**src/sv/bvse_pkg.sv**
```systemverilog
// Shared types, constants and the LiPo discharge curve for the battery
// voltage and state-of-charge estimator. No dependencies.
package bvse_pkg;

   localparam int BVSE_BURST_MAX_DEF = 16;

   localparam int RAW_W     = 12;
   localparam int MV_W      = 13;
   localparam int PCT_W     = 7;
   localparam int CSR_ADDR_W = 1;
   localparam int CSR_DATA_W = 13;
   localparam int REQ_DATA_W = 16;
   localparam int RSP_DATA_W = 24;

   localparam int CODE_MAX     = 4095;
   localparam int CODE_SHIFT   = 12;
   localparam int EMA_SHIFT    = 3;
   localparam int THRESH_RESET = 2500;
   localparam int FSCALE_RESET = 3300;

   localparam int CURVE_POINTS = 17;
   localparam int SEG_W        = 5;
   localparam int SPAN_W       = 9;
   localparam int STEP_W       = 4;
   localparam int PCT_FULL     = 100;

   localparam logic [MV_W-1:0] CURVE_MV [CURVE_POINTS] = '{
      13'd3270, 13'd3600, 13'd3700, 13'd3730, 13'd3750, 13'd3770, 13'd3790, 13'd3820,
      13'd3850, 13'd3870, 13'd3910, 13'd3950, 13'd3990, 13'd4060, 13'd4110, 13'd4160,
      13'd4200
   };
   localparam logic [PCT_W-1:0] CURVE_PCT [CURVE_POINTS] = '{
      7'd0, 7'd5, 7'd12, 7'd20, 7'd28, 7'd34, 7'd40, 7'd47, 7'd55, 7'd62, 7'd70, 7'd77,
      7'd83, 7'd90, 7'd94, 7'd98, 7'd100
   };

   typedef enum logic [CSR_ADDR_W-1:0] {
      CSR_THRESHOLD  = 1'b0,
      CSR_FULL_SCALE = 1'b1
   } csr_index_type;

   typedef enum logic [2:0] {
      ST_IDLE,
      ST_CHECK,
      ST_AVG_DIV,
      ST_SCALE_Q,
      ST_SCALE_FIX,
      ST_EMA,
      ST_SEARCH,
      ST_PCT_DIV
   } state_type;

   typedef struct packed {
      logic accum;
      logic clear_burst;
      logic avg_start;
      logic mul_load;
      logic scale_q;
      logic scale_fix;
      logic ema;
      logic seg_clear;
      logic seg_step;
      logic pct_start;
      logic rsp_load;
   } cmd_type;

   typedef struct packed {
      logic good_zero;
      logic div_done;
      logic seg_advance;
      logic rsp_free;
   } status_type;

endpackage

```
**src/sv/bvse_div.sv**
```systemverilog
// Restoring divider, one quotient bit per cycle; done holds until the next start.
// No dependencies; used by the estimator datapath.
module bvse_div #(
   parameter int DVD_W = 16,
   parameter int DVS_W = 9
) (
   input  logic             clock,
   input  logic             reset,
   input  logic             start,
   input  logic [DVD_W-1:0] dividend,
   input  logic [DVS_W-1:0] divisor,
   output logic [DVD_W-1:0] quotient,
   output logic             done
);
   localparam int CNT_W = $clog2(DVD_W + 1);

   logic             busy_ff, busy_in;
   logic             done_ff, done_in;
   logic [CNT_W-1:0] cnt_ff, cnt_in;
   logic [DVD_W-1:0] quo_ff, quo_in;
   logic [DVS_W-1:0] rem_ff, rem_in;
   logic [DVS_W-1:0] dvs_ff, dvs_in;
   logic [DVS_W:0]   shifted;
   logic [DVS_W:0]   diff;
   logic             fits;

   assign shifted = {rem_ff, quo_ff[DVD_W-1]};
   assign diff    = shifted - {1'b0, dvs_ff};
   assign fits    = shifted >= {1'b0, dvs_ff};

   always_comb begin
      busy_in = busy_ff;
      done_in = done_ff;
      cnt_in  = cnt_ff;
      quo_in  = quo_ff;
      rem_in  = rem_ff;
      dvs_in  = dvs_ff;
      if (start) begin
         busy_in = 1'b1;
         done_in = 1'b0;
         cnt_in  = CNT_W'(DVD_W);
         quo_in  = dividend;
         rem_in  = '0;
         dvs_in  = divisor;
      end else if (busy_ff) begin
         quo_in = {quo_ff[DVD_W-2:0], fits};
         rem_in = fits ? diff[DVS_W-1:0] : shifted[DVS_W-1:0];
         cnt_in = cnt_ff - 1'b1;
         if (cnt_ff == CNT_W'(1)) begin
            busy_in = 1'b0;
            done_in = 1'b1;
         end
      end
   end

   always_ff @(posedge clock) begin
      if (reset) begin
         busy_ff <= 1'b0;
         done_ff <= 1'b0;
         cnt_ff  <= '0;
      end else begin
         busy_ff <= busy_in;
         done_ff <= done_in;
         cnt_ff  <= cnt_in;
      end
      quo_ff <= quo_in;
      rem_ff <= rem_in;
      dvs_ff <= dvs_in;
   end

   assign quotient = quo_ff;
   assign done     = done_ff;

endmodule

```
**src/sv/bvse_datapath.sv**
```systemverilog
// Datapath of the estimator: burst accumulation, scaling, filter, curve
// search and interpolation, result register. Uses bvse_pkg and bvse_div.
module bvse_datapath import bvse_pkg::*; #(
   parameter int BURST_MAX = BVSE_BURST_MAX_DEF
) (
   input  logic                  clock,
   input  logic                  reset,
   input  logic [RAW_W-1:0]      raw_sample,
   input  logic                  read_ok,
   input  logic                  csr_wr_en,
   input  logic [CSR_ADDR_W-1:0] csr_addr,
   input  logic [CSR_DATA_W-1:0] csr_wdata,
   input  cmd_type               cmd,
   output status_type            status,
   input  logic                  rsp_tready,
   output logic                  rsp_valid,
   output logic [MV_W-1:0]       battery_mv,
   output logic [PCT_W-1:0]      charge_percent,
   output logic                  battery_present
);
   localparam int SUM_W = $clog2(CODE_MAX * BURST_MAX + 1);
   localparam int CNT_W = $clog2(BURST_MAX + 1);
   localparam int DVD_W = SUM_W;
   localparam int DVS_W = (CNT_W > SPAN_W) ? CNT_W : SPAN_W;
   localparam int PROD_W = 2 * RAW_W;
   localparam int Q0_W = RAW_W + 1;

   logic [MV_W-1:0]   thr_ff, thr_in;
   logic [RAW_W-1:0]  fs_ff, fs_in;
   logic [SUM_W-1:0]  sum_ff, sum_in;
   logic [CNT_W-1:0]  good_ff, good_in;
   logic [CNT_W-1:0]  burst_ff, burst_in;
   logic [PROD_W-1:0] prod_ff, prod_in;
   logic [Q0_W-1:0]   q0_ff, q0_in;
   logic [MV_W-1:0]   smp_ff, smp_in;
   logic [MV_W-1:0]   filt_ff, filt_in;
   logic              fvalid_ff, fvalid_in;
   logic [SEG_W-1:0]  seg_ff, seg_in;
   logic              rsp_valid_ff, rsp_valid_in;
   logic [MV_W-1:0]   rsp_mv_ff, rsp_mv_in;
   logic [PCT_W-1:0]  rsp_pct_ff, rsp_pct_in;
   logic              rsp_present_ff, rsp_present_in;

   logic [DVD_W-1:0]  div_dividend;
   logic [DVS_W-1:0]  div_divisor;
   logic [DVD_W-1:0]  div_quotient;
   logic              div_done;
   logic              div_start;

   logic [SEG_W-1:0]  seg_prev;
   logic [MV_W-1:0]   seg_span;
   logic [MV_W-1:0]   seg_off;
   logic [PCT_W-1:0]  seg_step;
   logic [SPAN_W+STEP_W-1:0] interp_num;
   logic [PROD_W:0]   q0_sum;
   logic [PROD_W:0]   fix_rem;
   logic [RAW_W-1:0]  node_mv;
   logic [MV_W-1:0]   ema_delta;
   logic              present;
   logic [PCT_W-1:0]  pct_value;
   logic              seg_last;

   // Curve segment operands: seg_ff points at the first knee above the voltage.
   assign seg_prev   = seg_ff - 1'b1;
   assign seg_span   = CURVE_MV[seg_ff] - CURVE_MV[seg_prev];
   assign seg_off    = filt_ff - CURVE_MV[seg_prev];
   assign seg_step   = CURVE_PCT[seg_ff] - CURVE_PCT[seg_prev];
   assign interp_num = seg_off[SPAN_W-1:0] * seg_step[STEP_W-1:0];
   assign seg_last   = seg_ff == SEG_W'(CURVE_POINTS - 1);

   assign div_start    = cmd.avg_start | cmd.pct_start;
   assign div_dividend = cmd.avg_start ? sum_ff : DVD_W'(interp_num[RAW_W-1:0]);
   assign div_divisor  = cmd.avg_start ? DVS_W'(good_ff) : DVS_W'(seg_span[SPAN_W-1:0]);

   bvse_div #(
      .DVD_W(DVD_W),
      .DVS_W(DVS_W)
   ) u_div (
      .clock   (clock),
      .reset   (reset),
      .start   (div_start),
      .dividend(div_dividend),
      .divisor (div_divisor),
      .quotient(div_quotient),
      .done    (div_done)
   );

   // Division by 4095: estimate with p + p/4096, then one correction step.
   assign q0_sum  = {1'b0, prod_ff} + (PROD_W + 1)'(prod_ff >> CODE_SHIFT);
   assign fix_rem = {1'b0, prod_ff} - ((PROD_W + 1)'(q0_ff) << CODE_SHIFT)
                    + (PROD_W + 1)'(q0_ff);
   assign node_mv = (fix_rem >= (PROD_W + 1)'(CODE_MAX)) ? RAW_W'(q0_ff + 1'b1)
                                                          : q0_ff[RAW_W-1:0];
   assign ema_delta = (smp_ff >= filt_ff) ? ((smp_ff - filt_ff) >> EMA_SHIFT)
                                          : ((filt_ff - smp_ff) >> EMA_SHIFT);

   assign present = fvalid_ff && (filt_ff >= thr_ff);

   always_comb begin
      if (filt_ff <= CURVE_MV[0]) begin
         pct_value = '0;
      end else if (filt_ff >= CURVE_MV[CURVE_POINTS-1]) begin
         pct_value = PCT_W'(PCT_FULL);
      end else begin
         pct_value = CURVE_PCT[seg_prev] + div_quotient[PCT_W-1:0];
      end
   end

   always_comb begin
      thr_in         = thr_ff;
      fs_in          = fs_ff;
      sum_in         = sum_ff;
      good_in        = good_ff;
      burst_in       = burst_ff;
      prod_in        = prod_ff;
      q0_in          = q0_ff;
      smp_in         = smp_ff;
      filt_in        = filt_ff;
      fvalid_in      = fvalid_ff;
      seg_in         = seg_ff;
      rsp_valid_in   = rsp_valid_ff & ~rsp_tready;
      rsp_mv_in      = rsp_mv_ff;
      rsp_pct_in     = rsp_pct_ff;
      rsp_present_in = rsp_present_ff;

      if (csr_wr_en) begin
         case (csr_addr)
            CSR_THRESHOLD:  thr_in = csr_wdata;
            CSR_FULL_SCALE: fs_in  = csr_wdata[RAW_W-1:0];
            default: ;
         endcase
      end

      // Samples past the burst limit are dropped, but their last mark counts.
      if (cmd.accum && (burst_ff < CNT_W'(BURST_MAX))) begin
         burst_in = burst_ff + 1'b1;
         if (read_ok) begin
            sum_in  = sum_ff + SUM_W'(raw_sample);
            good_in = good_ff + 1'b1;
         end
      end
      if (cmd.clear_burst) begin
         sum_in   = '0;
         good_in  = '0;
         burst_in = '0;
      end

      if (cmd.mul_load) begin
         prod_in = div_quotient[RAW_W-1:0] * fs_ff;
      end
      if (cmd.scale_q) begin
         q0_in = q0_sum[CODE_SHIFT +: Q0_W];
      end
      if (cmd.scale_fix) begin
         smp_in = {node_mv, 1'b0};
      end
      if (cmd.ema) begin
         fvalid_in = 1'b1;
         if (!fvalid_ff) begin
            filt_in = smp_ff;
         end else if (smp_ff >= filt_ff) begin
            filt_in = filt_ff + ema_delta;
         end else begin
            filt_in = filt_ff - ema_delta;
         end
      end

      if (cmd.seg_clear) begin
         seg_in = SEG_W'(1);
      end else if (cmd.seg_step) begin
         seg_in = seg_ff + 1'b1;
      end

      if (cmd.rsp_load) begin
         rsp_valid_in   = 1'b1;
         rsp_mv_in      = present ? filt_ff : '0;
         rsp_pct_in     = present ? pct_value : '0;
         rsp_present_in = present;
      end
   end

   always_ff @(posedge clock) begin
      if (reset) begin
         thr_ff       <= MV_W'(THRESH_RESET);
         fs_ff        <= RAW_W'(FSCALE_RESET);
         sum_ff       <= '0;
         good_ff      <= '0;
         burst_ff     <= '0;
         filt_ff      <= '0;
         fvalid_ff    <= 1'b0;
         rsp_valid_ff <= 1'b0;
      end else begin
         thr_ff       <= thr_in;
         fs_ff        <= fs_in;
         sum_ff       <= sum_in;
         good_ff      <= good_in;
         burst_ff     <= burst_in;
         filt_ff      <= filt_in;
         fvalid_ff    <= fvalid_in;
         rsp_valid_ff <= rsp_valid_in;
      end
      prod_ff        <= prod_in;
      q0_ff          <= q0_in;
      smp_ff         <= smp_in;
      seg_ff         <= seg_in;
      rsp_mv_ff      <= rsp_mv_in;
      rsp_pct_ff     <= rsp_pct_in;
      rsp_present_ff <= rsp_present_in;
   end

   assign status.good_zero   = good_ff == '0;
   assign status.div_done    = div_done;
   assign status.seg_advance = !seg_last && (filt_ff >= CURVE_MV[seg_ff]);
   assign status.rsp_free    = !rsp_valid_ff || rsp_tready;

   assign rsp_valid       = rsp_valid_ff;
   assign battery_mv      = rsp_mv_ff;
   assign charge_percent  = rsp_pct_ff;
   assign battery_present = rsp_present_ff;

endmodule

```
**src/sv/bvse_ctrl.sv**
```systemverilog
// Sequencer of the estimator: walks one burst end through division,
// scaling, filter update, curve search and interpolation. Uses bvse_pkg.
module bvse_ctrl import bvse_pkg::*; (
   input  logic       clock,
   input  logic       reset,
   input  logic       req_tvalid,
   input  logic       req_tlast,
   output logic       req_tready,
   input  status_type status,
   output cmd_type    cmd
);
   state_type state_ff, state_in;

   always_ff @(posedge clock) begin
      if (reset) begin
         state_ff <= ST_IDLE;
      end else begin
         state_ff <= state_in;
      end
   end

   always_comb begin
      state_in   = state_ff;
      cmd        = '0;
      req_tready = 1'b0;
      case (state_ff)
         ST_IDLE: begin
            req_tready = 1'b1;
            if (req_tvalid) begin
               cmd.accum = 1'b1;
               if (req_tlast) begin
                  state_in = ST_CHECK;
               end
            end
         end
         ST_CHECK: begin
            cmd.clear_burst = 1'b1;
            if (status.good_zero) begin
               cmd.seg_clear = 1'b1;
               state_in      = ST_SEARCH;
            end else begin
               cmd.avg_start = 1'b1;
               state_in      = ST_AVG_DIV;
            end
         end
         ST_AVG_DIV: begin
            if (status.div_done) begin
               cmd.mul_load = 1'b1;
               state_in     = ST_SCALE_Q;
            end
         end
         ST_SCALE_Q: begin
            cmd.scale_q = 1'b1;
            state_in    = ST_SCALE_FIX;
         end
         ST_SCALE_FIX: begin
            cmd.scale_fix = 1'b1;
            state_in      = ST_EMA;
         end
         ST_EMA: begin
            cmd.ema       = 1'b1;
            cmd.seg_clear = 1'b1;
            state_in      = ST_SEARCH;
         end
         ST_SEARCH: begin
            if (status.seg_advance) begin
               cmd.seg_step = 1'b1;
            end else begin
               cmd.pct_start = 1'b1;
               state_in      = ST_PCT_DIV;
            end
         end
         ST_PCT_DIV: begin
            if (status.div_done && status.rsp_free) begin
               cmd.rsp_load = 1'b1;
               state_in     = ST_IDLE;
            end
         end
         default: begin
            state_in = ST_IDLE;
         end
      endcase
   end

endmodule

```
**src/sv/battery_voltage_soc_estimator_core.sv**
```systemverilog
// Top level of the battery voltage and state-of-charge estimator.
// Depends on bvse_pkg, bvse_ctrl, bvse_datapath and bvse_div.
//
//   Channel  Direction  Beat contents
//   req_     in         tdata: raw_sample; tuser: read_ok; tlast: last_in_burst
//   rsp_     out        tdata: battery_mv, charge_percent; tuser: battery_present
//   csr_     in         write enable, register index, write data
//
// A sample beat that does not end a burst is taken back to back.
// A beat with tlast starts the burst-end sequence: a check of the good count,
// the average division (one quotient bit per cycle in the shared divider),
// scaling and filter update, the curve search, and the interpolation division
// in the same divider. req_tready is low during that sequence. A burst without
// a good sample skips the average division, scaling and filter.
// The result sits in an output register; while it waits on rsp_tready the
// next burst is already being accumulated. A held result only stalls the
// block at the final load of the following burst.
// Reset is synchronous and active high; it restores the register defaults
// (threshold 2500 mV, full scale 3300 mV) and clears the filter.
module battery_voltage_soc_estimator_core import bvse_pkg::*; #(
   parameter int BURST_MAX = BVSE_BURST_MAX_DEF
) (
   input  logic                  clock,
   input  logic                  reset,
   input  logic                  req_tvalid,
   output logic                  req_tready,
   input  logic [REQ_DATA_W-1:0] req_tdata,   // [11:0] raw_sample, rest zero
   input  logic                  req_tuser,   // [0] read_ok
   input  logic                  req_tlast,
   output logic                  rsp_tvalid,
   input  logic                  rsp_tready,
   output logic [RSP_DATA_W-1:0] rsp_tdata,   // [12:0] battery_mv, [19:13] charge_percent
   output logic                  rsp_tuser,   // [0] battery_present
   input  logic                  csr_wr_en,
   input  logic [CSR_ADDR_W-1:0] csr_addr,
   input  logic [CSR_DATA_W-1:0] csr_wdata
);
   cmd_type          cmd;
   status_type       status;
   logic [MV_W-1:0]  battery_mv;
   logic [PCT_W-1:0] charge_percent;

   bvse_ctrl u_ctrl (
      .clock     (clock),
      .reset     (reset),
      .req_tvalid(req_tvalid),
      .req_tlast (req_tlast),
      .req_tready(req_tready),
      .status    (status),
      .cmd       (cmd)
   );

   // The datapath only sees the sample fields; beat acceptance is the sequencer's.
   bvse_datapath #(
      .BURST_MAX(BURST_MAX)
   ) u_datapath (
      .clock          (clock),
      .reset          (reset),
      .raw_sample     (req_tdata[RAW_W-1:0]),
      .read_ok        (req_tuser),
      .csr_wr_en      (csr_wr_en),
      .csr_addr       (csr_addr),
      .csr_wdata      (csr_wdata),
      .cmd            (cmd),
      .status         (status),
      .rsp_tready     (rsp_tready),
      .rsp_valid      (rsp_tvalid),
      .battery_mv     (battery_mv),
      .charge_percent (charge_percent),
      .battery_present(rsp_tuser)
   );

   assign rsp_tdata = {(RSP_DATA_W - MV_W - PCT_W)'(0), charge_percent, battery_mv};

endmodule

```
**config.mk**
```make
export PLATFORM = sky130hd
export DESIGN_NAME = battery_voltage_soc_estimator_core
export DESIGN_NICKNAME = d
export VERILOG_FILES = /design/src/sv/bvse_pkg.sv /design/src/sv/bvse_div.sv /design/src/sv/bvse_datapath.sv /design/src/sv/bvse_ctrl.sv /design/src/sv/battery_voltage_soc_estimator_core.sv
export SDC_FILE = /design/constraint.sdc
export NUM_CORES = 1
export LEC_CHECK = 0
export ABC_AREA = 1
export ABC_CLOCK_PERIOD_IN_PS = 6000
export BUFFER_PORTS_ARGS = -buffer_cell sky130_fd_sc_hd__buf_2
export CORE_MARGIN = 3
export CORE_UTILIZATION = 52
export DETAILED_ROUTE_END_ITERATION = 7
export PLACE_DENSITY = 0.75
export SLEW_MARGIN = 40
export SYNTH_ARGS = -nofsm -noshare
export SYNTH_HDL_FRONTEND = slang
export SYNTH_SLANG_ARGS = --single-unit
```
**constraint.sdc**
```tcl
create_clock -name clock -period 6 [get_ports clock]
set_clock_uncertainty 0.15 [all_clocks]
set_input_delay 0.3 -clock clock [delete_from_list [all_inputs] [get_ports clock]]
set_output_delay 0.3 -clock clock [all_outputs]
set_load 0.02 [all_outputs]
```
# After elaboration in Yosys (flattened, before gate mapping)
# Memory sizes are Yosys's and may differ from the RTL's.
# Cells that the tools add are included.
[word_totals]
ff_bits = 185
rom_bits = 1280
input_bits = 37
output_inout_bits = 27
word_cells = 148
n_memories = 4
[memory_table]
columns = ["name", "depth", "width", "read_ports", "rd_clocked_by_memory_dff", "wr", "line", "text"]
rows = [
  ["(name not given)", 32, 13, 1, 0, 0, "bvse_datapath.sv:65", "assign seg_span = CURVE_MV[seg_ff] - CURVE_MV[seg_prev];"],
  ["(name not given)", 32, 13, 1, 0, 0, "bvse_datapath.sv:65", ""],
  ["(name not given)", 32, 7, 1, 0, 0, "bvse_datapath.sv:105", "pct_value = CURVE_PCT[seg_prev] + div_quotient[PCT_W-1:0];"],
  ["(name not given)", 32, 7, 1, 0, 0, "bvse_datapath.sv:67", "assign seg_step = CURVE_PCT[seg_ff] - CURVE_PCT[seg_prev];"],
]
[op_classes]
addsub = 19
multipliers = 2
order_cmp = 10
n_eq_ne = 14
mux = 48
n_bitwise = 7
n_reduce_logical = 19
[op_table]
columns = ["cell", "count"]
rows = [
  ["2-to-1 mux 13 bit", 4],
  ["2-to-1 mux 16 bit", 3],
  [">= comparator 13 bit", 3],
  ["2-to-1 mux 9 bit", 3],
  ["subtractor 9 bit", 3],
  ["subtractor 13 bit", 2],
  ["adder 24 x 12 -> 25 bit", 1],
  ["adder 25 x 13 -> 25 bit", 1],
  [">= comparator 25 x 12 -> 1 bit, second input constant", 1],
  ["subtractor 24 x 25 -> 25 bit", 1],
  ["multiplier 12 x 12 -> 24 bit", 1],
  ["case mux 3 bit (8 select lines)", 1],
  ["2-to-1 mux 7 bit", 3],
  ["2-to-1 mux 1 bit", 18],
  ["2-to-1 mux 3 bit", 6],
  ["adder 16 x 12 -> 16 bit", 1],
  ["adder 5 x 1 -> 5 bit, second input constant", 3],
  ["2-to-1 mux 5 bit", 3],
  ["adder 13 x 10 -> 13 bit", 1],
  [">= comparator 13 bit, second input constant", 1],
  ["less-or-equal comparator 13 x 12 -> 1 bit, second input constant", 1],
  ["subtractor 13 x 10 -> 13 bit", 1],
  ["adder 12 x 1 -> 12 bit, second input constant", 1],
  ["equality test 3 bit, second input constant", 4],
  ["32 further kinds", 52],
]

# Logic depth before layout (Yosys ltp)
# Gate-level depths: netlist of run 1.
[logic_depth]
word_depth = 10
ltp_mapped = 39
depth_no_buf = 36

# By module
# Synthesis of run 1 repeated with hierarchy kept, for this count alone.
[hier_totals]
hier_cells = 2920
hier_area_um2 = 21206.6
[modules_own_cells]
columns = ["module", "instances", "cells_per_inst", "area_per_inst_um2", "seq_area_each_um2"]
rows = [
  ["bvse_datapath", 1, 2573, 18575.3, 3523.4],
  ["bvse_div", 1, 270, 2180.8, 1071.0],
  ["bvse_ctrl", 1, 72, 416.6, 60.1],
  ["battery_voltage_soc_estimator_core", 1, 5, 33.8, 0.0],
]

# Worst setup path after synthesis of run 1
# Ideal clock, no wire load.
[synth_timing]
path_type = "register -> register"
startpoint = "reg u_datapath.seg_ff[1]"
endpoint = "reg u_datapath.u_div.quo_ff[10], in the netlist u_datapath.u_div.quotient[10], data pin"
setup_time_ns = 0.262
arrival_ns = 5.804
t_required_ns = 5.588
path_slack_ns = -0.216
path_stages_with_launch = 33
path_buffers = 3
period_less_slack_ns = 6.216
path_cell_list = "dfxtp_1 > clkbuf_2 > inv_1 > ha_1 > inv_1 > ha_1 > clkbuf_1 > clkbuf_1 > nor2_1 > a21oi_1 > o21ai_0 > a21oi_1 > ha_1 > inv_1 > fa_1 > xnor2_1 > or2_2 > fa_1 > fa_1 > inv_1 > fa_1 > nand3_1 > nand2_1 > a21oi_1 > inv_1 > a21oi_1 > inv_1 > a21oi_1 > o21ai_0 > xnor2_1 > nand2_1 > o21ai_0 > o21ai_0"
[synth_between]
elab_chain_len = 10
elab_cells_between_ends = 27
[synth_rtl]
columns = ["item", "line", "text"]
rows = [
  ["start, declared", "bvse_datapath.sv:38", "logic [SEG_W-1:0] seg_ff, seg_in;"],
  ["start signal, assigned", "bvse_datapath.sv:205", "seg_ff <= seg_in;"],
  ["branches (longest 9 deep; another with memory read (32 x 13 bit))", "n/a", ""],
  ["2-to-1 mux 16 bit (*)", "bvse_div.sv:38", "if (start) begin"],
  ["named net u_datapath.u_div.quo_in[10]", "bvse_div.sv:20", "logic [DVD_W-1:0] quo_ff, quo_in;"],
  ["end signal, assigned", "bvse_div.sv:66", "quo_ff <= quo_in;"],
  ["end, declared", "bvse_div.sv:20", ""],
]
# Mark *: on every way through the listed nets, which the timed path passes. The select of a mux whose other input is x is not followed.
# A chain may end at the register's enable or synchronous reset.

# Final worst setup path of run 1
[layout_timing]
startpoint = "reg u_datapath.u_div.quo_ff[4], in the netlist u_datapath.u_div.quotient[4]"
endpoint = "reg u_datapath.prod_ff[19], data pin"
[layout_between]
elab_chain_len = 1
[layout_rtl]
columns = ["item", "line", "text"]
rows = [
  ["multiplier 12 x 12 -> 24 bit", "bvse_datapath.sv:149", "prod_in = div_quotient[RAW_W-1:0] * fs_ff;"],
  ["end signal, assigned", "bvse_datapath.sv:202", "prod_ff <= prod_in;"],
  ["end, declared", "bvse_datapath.sv:33", "logic [PROD_W-1:0] prod_ff, prod_in;"],
]
# No other way between the ends.

==> results of run 1 <==
[logic make-up (layout without fill, tap and decap cells)]
| family | Yosys count | count (layout) | synth area share (%) |
|---|---|---|---|
| simple gates | 1058 | 1058 | 21.6 |
| buf+inv | 620 | 737 | 11.5 |
| compound gates | 441 | 441 | 12.1 |
| fa+ha+maj | 383 | 383 | 27.6 |
| flops | 185 | 185 | 22.5 |
| xor+xnor | 113 | 113 | 4.78 |
| other cells | 1 | 4 | 0.0181 |
[path summary, 6_finish.rpt]
check | startpoint | to | slack, ns | cells past startpoint
worst min register to register | u_datapath.good_ff[4] | u_datapath.good_ff[4] | 0.32 | 2
worst max register to register | u_datapath.u_div.quotient[4] | u_datapath.prod_ff[19] | 0.26 | 21
worst max-delay path | u_datapath.u_div.quotient[4] | u_datapath.prod_ff[19] | 0.26 | 21
worst min-delay path | csr_wdata[4] | u_datapath.fs_ff[4] | 0.04 | 3
[power by group]
group	switching, W	internal, W	total [W]	leakage, nW
logic	0.00654	0.00436	0.0109	9.97
clock network	0.000605	0.000566	0.00117	0.292
registers	0.000160	0.00196	0.00212	1.63
[Yosys cell counts (5+ instances only)]
cell / count
nor2_1: 194
a21o_1: 8
inv_1: 530
nand3_1: 103
nand3b_1: 5
nor4_1: 13
nand4_1: 25
a21oi_2: 6
xnor2_1: 47
nor3_1: 34
dfxtp_1: 90
a21oi_1: 196
clkbuf_1: 55
nand2_2: 15
fa_1: 122
buf_4: 5
inv_2: 14
nand2_1: 627
o21ai_0: 128
xor2_1: 66
o211ai_1: 18
o21bai_1: 12
and2_1: 5
buf_2: 6
a31oi_1: 22
o21ai_1: 7
edfxtp_1: 95
or2_2: 13
nor3b_1: 5
a211oi_1: 12
ha_1: 261
[cell type report]
cell class | instances | share of cell area, %
multi-input cells | 1999 | 60.7
repair buffers | 157 | 4.65
clock inverters | 15 | 0.757
inverters | 548 | 8.97
clock buffers | 17 | 1.85
flip-flops and latches | 185 | 20.3
well taps | 518 | 2.82
[critical path, delay by kind of cell (launching register included)]
family          cells  cell delay [ns]
flops               1             0.58
fa+ha+maj           6             2.88
xor+xnor            1             0.11
buf+inv             5             0.48
simple gates        4             0.34
compound gates      5             0.92
[sequential cells by signal, summed over array words and instances (netlist names), 13 cells and up]
register	count
u_datapath.sum_ff	16
u_datapath.thr_ff	13
u_datapath.prod_ff	24
u_datapath.u_div.quotient	16
u_datapath.q0_ff	13
u_datapath.battery_mv	13
u_datapath.filt_ff	13
[layer usage]
layer / GRT usage, % / share of wire, %
met2: 40.9 / 45
met4: 7.91 / 2.5
met5: 0 / 0
met1: 36.9 / 45
met3: 4.33 / 8.0
[metrics by stage]
step                total power [W]  worst slack (ns)  hold slack, ns
floorplan                   0.00996            0.0301           0.263
global placement             0.0122            0.0695           0.299
detailed placement           0.0126           -0.0473           0.313
CTS                          0.0138            0.0314         0.00282
global route                 0.0156           -0.0839          0.0428
finish                       0.0142             0.261          0.0398
[what timing repair did]
item,CTS,global route
cloned,0,0
buffers inserted,0,8
hold buffers,8,0
endpoints found under the setup margin,2,7
pin swaps,0,20
endpoints found under the hold margin,11,0
gates resized for setup,2,56
==> flow_summary.ini, run 1 <==
[status]
status = complete, no violations

[final_layout]
utilization_pct = 58.9
layout-drive-gt1-share_pct = 10.4
multiInputGateArea_mm2 = 0.0139
antenna_cells = 0
n_fill_cell = 3444
stdcell_count = 3439
area_growth_pct = 10.9
final_cell_mix = 623 x nand2_1, 525 x inv_1, 251 x ha_1
regArea_mm2 = 0.00466
layout_commonest_cell = nand2_1
stdcell_area_mm2 = 0.0230
fin_nets = 3328

[synthesis]
yosys.area.top_type = ha_1
yosys-top-cells-area = ha_1 16%, edfxtp_1 14%, fa_1 12%, nand2_1 11%, inv_1 9.6%
synth_ff_type = edfxtp_1
synth_area_per_cell_um2 = 7.40
yosys_warnings = 0
ys_ff_latch = 185
ys_seq_area_share_pct = 22.5
async_reset_ff_share_pct = 0
synth.distinct_cells = 65
synth_area_mm2 = 0.0207
synth_top_area_share_pct = 15.8
synth_cells = 2801
synth-edff-count = 95

[power]
vdd_drop_max_mv = 1.29
leakagePower_nw = 11.9
power_density_mw_per_mm2 = 617

[clock_tree]
cts_buffer_depth = 2
clk-insertion-delay-late_ns = 0.47
cts.sinks = 185
cts_buffers = 17
cts_tree = yes
root_buffer = clkbuf_16
clkTransAtPathRegs_ns = 0.08
h-tree-depth = 4

[worst_setup_path]
path_class = reg -> reg
endpoint_kind = register
cp_slowest_cell = edfxtp_1
cp_common_cell = fa_1
worstPathRequired_ns = 6.05
crit_fanout = 8
start_kind = register
max_stage_delay_ns = 0.58
crit_chain = buf_4 > nand2_1 > fa_1 > fa_1 > inv_1 > fa_1 > inv_1 > fa_1 > inv_1 > fa_1 > ha_1 > nand2_1 > nor2_1 > nand2_1 > o211ai_1 > a31oi_1 > o21ai_0 > a21oi_1 > inv_1 > a31oi_1 > xnor2_1
worstPathArrival_ns = 5.79

[timing]
fin_crit_sh_pct = 95.7
hold_viol = 0
finalCriticalPeriod_ns = 5.74
slew_headroom_pct = 45.7
clock.fmax_ghz = 0.174
slew_violations = 0
tightest_slew_ns = 0.814
setup_tns_ns = 0
setup_viol = 0

[drt]
antenna_left = 0
drtIter0Drc = 1543
viasPerCell = 5.47
drc_errors = 0
via_count = 18800
drt_first_pass_iters = 6
wl_per_cell_um = 16.0
routed_wl_mm = 55.0

[place]
placed_area_mm2 = 0.0220
gp_congestion = 0.990
place_inst = 3391
hpwl_mm = 43.6
port_buffers = 55

[grt]
antenna_found_initial = 0
grt_max_degree = 37
grt_pass1_vias = 17900
grt_overflow_total = 0
grt_use_total_pct = 26.0
grt_pass1_wl_mm = 88.5

[floorplanning]
core_mm2 = 0.0390
io_pins = 64
start_util_pct = 53.1
die_y_um = 206
std_cell_rows = 72
die_area_mm2 = 0.0423
die_x_um = 206

[flow_run]
maxCapViolations = 0

[hold_path]
hold_class = in -> reg
(Power assumes the default switching activity.)
==> run 2, diff against run 1 <==
ABC_CLOCK_PERIOD_IN_PS = 6630   (was 6000)
PLACE_DENSITY = 0.73   (was 0.75)
clock period = 6.63 ns   (was 6 ns; I/O delays follow)
==> run 2 against run 1 <==
First-iteration DRC count shrank 3.8%. Via count shrank 2.3%. Count of clock-buffer cells in the layout grew 3. Highest routed layer unchanged.
==> flow_summary.ini, run 2 (synthesis results as in run 1) <==
[status]
status = complete, no violations

[place]
hpwl_mm = 43.4
gp_congestion = 0.945
port_buffers = 55

[worst_setup_path]
start_kind = register
cp_slowest_cell = fa_1
crit_path_start = u_datapath.seg_ff[1]
worstPathRequired_ns = 6.70
endpoint_kind = register
path_class = reg -> reg
reg2reg_from = u_datapath.seg_ff[1]
rr_endpoint = u_datapath.u_div.quotient[11]
ff2ff_setup_slack_ns = 0.50
r2r_cells = 34
crit_fanout = 12
max_stage_delay_ns = 0.53
setup.worst_path.end = u_datapath.u_div.quotient[11]
worstPathArrival_ns = 6.20

[final_layout]
area_growth_pct = 7.61
layout-drive-gt1-share_pct = 7.37
n_fill_cell = 3608
layout_commonest_cell = nand2_1
largest_reg_flops = 24
top_register = u_datapath.prod_ff
final_cell_mix = 626 x nand2_1, 528 x inv_1, 258 x ha_1
multiInputGateArea_mm2 = 0.0137
fin_nets = 3270
regArea_mm2 = 0.00466

[grt]
grt_pass1_wl_mm = 88.2
grt_use_total_pct = 25.9
grt_pass1_vias = 17400
grt_max_degree = 37
grt_overflow_total = 0
antenna_found_initial = 1

[drt]
drc_errors = 0
wl_per_cell_um = 16.0
antenna_left = 0
viasPerCell = 5.43
via_count = 18400
routed_wl_mm = 54.2
drtIter0Drc = 1485
drt_first_pass_iters = 7

[clock_tree]
cts_buffers = 17
cts.sinks = 185
cts_tree = yes
clk-insertion-delay-late_ns = 0.46
cts_buffer_depth = 2
root_buffer = clkbuf_16
clkTransAtPathRegs_ns = 0.08
h-tree-depth = 4

[hold_path]
whs_path_depth = 3
hold_class = in -> reg

[power]
swShare_pct = 51.8
switching_power_w = 0.00640
power_density_mw_per_mm2 = 554
clockPowerShare_pct = 8.1
vdd_drop_max_mv = 1.02
leakagePower_nw = 11.6
p_comb_share_pct = 76.2
seqPwrFrac_pct = 15.7
p_int_w = 0.00596
totalPowerFinal_w = 0.0124

[timing]
finalCriticalPeriod_ns = 6.13
fin_crit_sh_pct = 92.5
hold_viol = 0
setup_tns_ns = 0
slew_violations = 0
clock.fmax_ghz = 0.163
rsz0062_at_grt = no
slew_headroom_pct = 44.7
tightest_slew_ns = 0.827
setup_viol = 0

[floorplanning]
die_y_um = 206
std_cell_rows = 72
io_pins = 64
die_x_um = 206
start_util_pct = 53.1
die_area_mm2 = 0.0423
core_mm2 = 0.0390

[flow_run]
maxCapViolations = 0
run 2: cell count changes in the layout (fill, tap and decap cells not counted), sizes merged:
cell | previous run | this run
dlygate4sd3 | 8 | 4
clkbuf | 17 | 20
buf | 149 | 95
clkinvlp | 1 | 2
inv | 553 | 552
clkinv | 9 | 6
diode | 0 | 1
run 2: per-stage QoR:
step	worst slack, ns	hold slack, ns	instances	area, um^2	util [%]
global route	0.0265	0.0423	3382	22300	57.1
global placement	0.472	0.297	3343	21600	55.4
detailed placement	0.430	0.303	3343	21600	55.4
floorplan	0.414	0.283	2804	20700	-
finish	0.501	0.0275	3382	22300	57.1
CTS	0.379	0.0143	3379	22200	57.0
run 2: critical path: cells and delay by family, from the launching register on:
family	cells	cell delay (ns)
AND/OR/NAND/NOR	14	1.31
XOR/XNOR	1	0.18
buffers and inverters	7	0.57
flip-flops	1	0.32
adder cells (fa/ha/maj)	6	2.38
AO/OA/AOI/OAI	6	0.97
run 2: cell type report:
| class | instances | area share (%) |
|---|---|---|
| antenna | 1 | 0.0112 |
| clock buffer | 20 | 2.05 |
| clock inverter | 12 | 0.460 |
| inverter | 548 | 9.26 |
| multi-input combinational | 1999 | 61.6 |
| sequential | 185 | 20.9 |
| tap | 518 | 2.91 |
| timing repair buffer | 99 | 2.78 |
run 2: how the worst min path moves through the flow:
stage | startpoint | end | slack, ns
finish | csr_wdata[7] | u_datapath.fs_ff[7] | 0.03
detailed placement | u_datapath.good_ff[4] | u_datapath.good_ff[4] | 0.30
global placement | u_datapath.good_ff[4] | u_datapath.good_ff[4] | 0.30
floorplan | u_datapath.thr_ff[12] | u_datapath.thr_ff[12] | 0.28
CTS | csr_wdata[7] | u_datapath.fs_ff[7] | 0.01
global route | csr_wdata[7] | u_datapath.fs_ff[7] | 0.04
run 2: timing repair:
action                     CTS  global route
setup endpoints to repair    0             2
hold buffers                 4             0
resized for setup            0            13
buffers inserted             0             2
hold endpoints to repair     5             0
run 2: power groups by stage:
stage	Sequential, W	Clock (W)	Combinational, W
finish	0.00195	0.000998	0.00942
global route	0.00196	0.00106	0.0107
CTS	0.00194	0.00102	0.00941
detailed placement	0.00196	0	0.00932
global placement	0.00196	0	0.00915
floorplan	0.00188	0	0.00712
run 2: routing by layer:
metal	global-route usage, %	up-vias	routed length (um)	share of wire, %
li1	-	9067	-	-
met1	37.2	8643	24800	46
met2	41.1	603	24300	45
met3	3.84	67	4040	7.4
met4	6.76	0	1050	1.9
met5	0	-	0	0
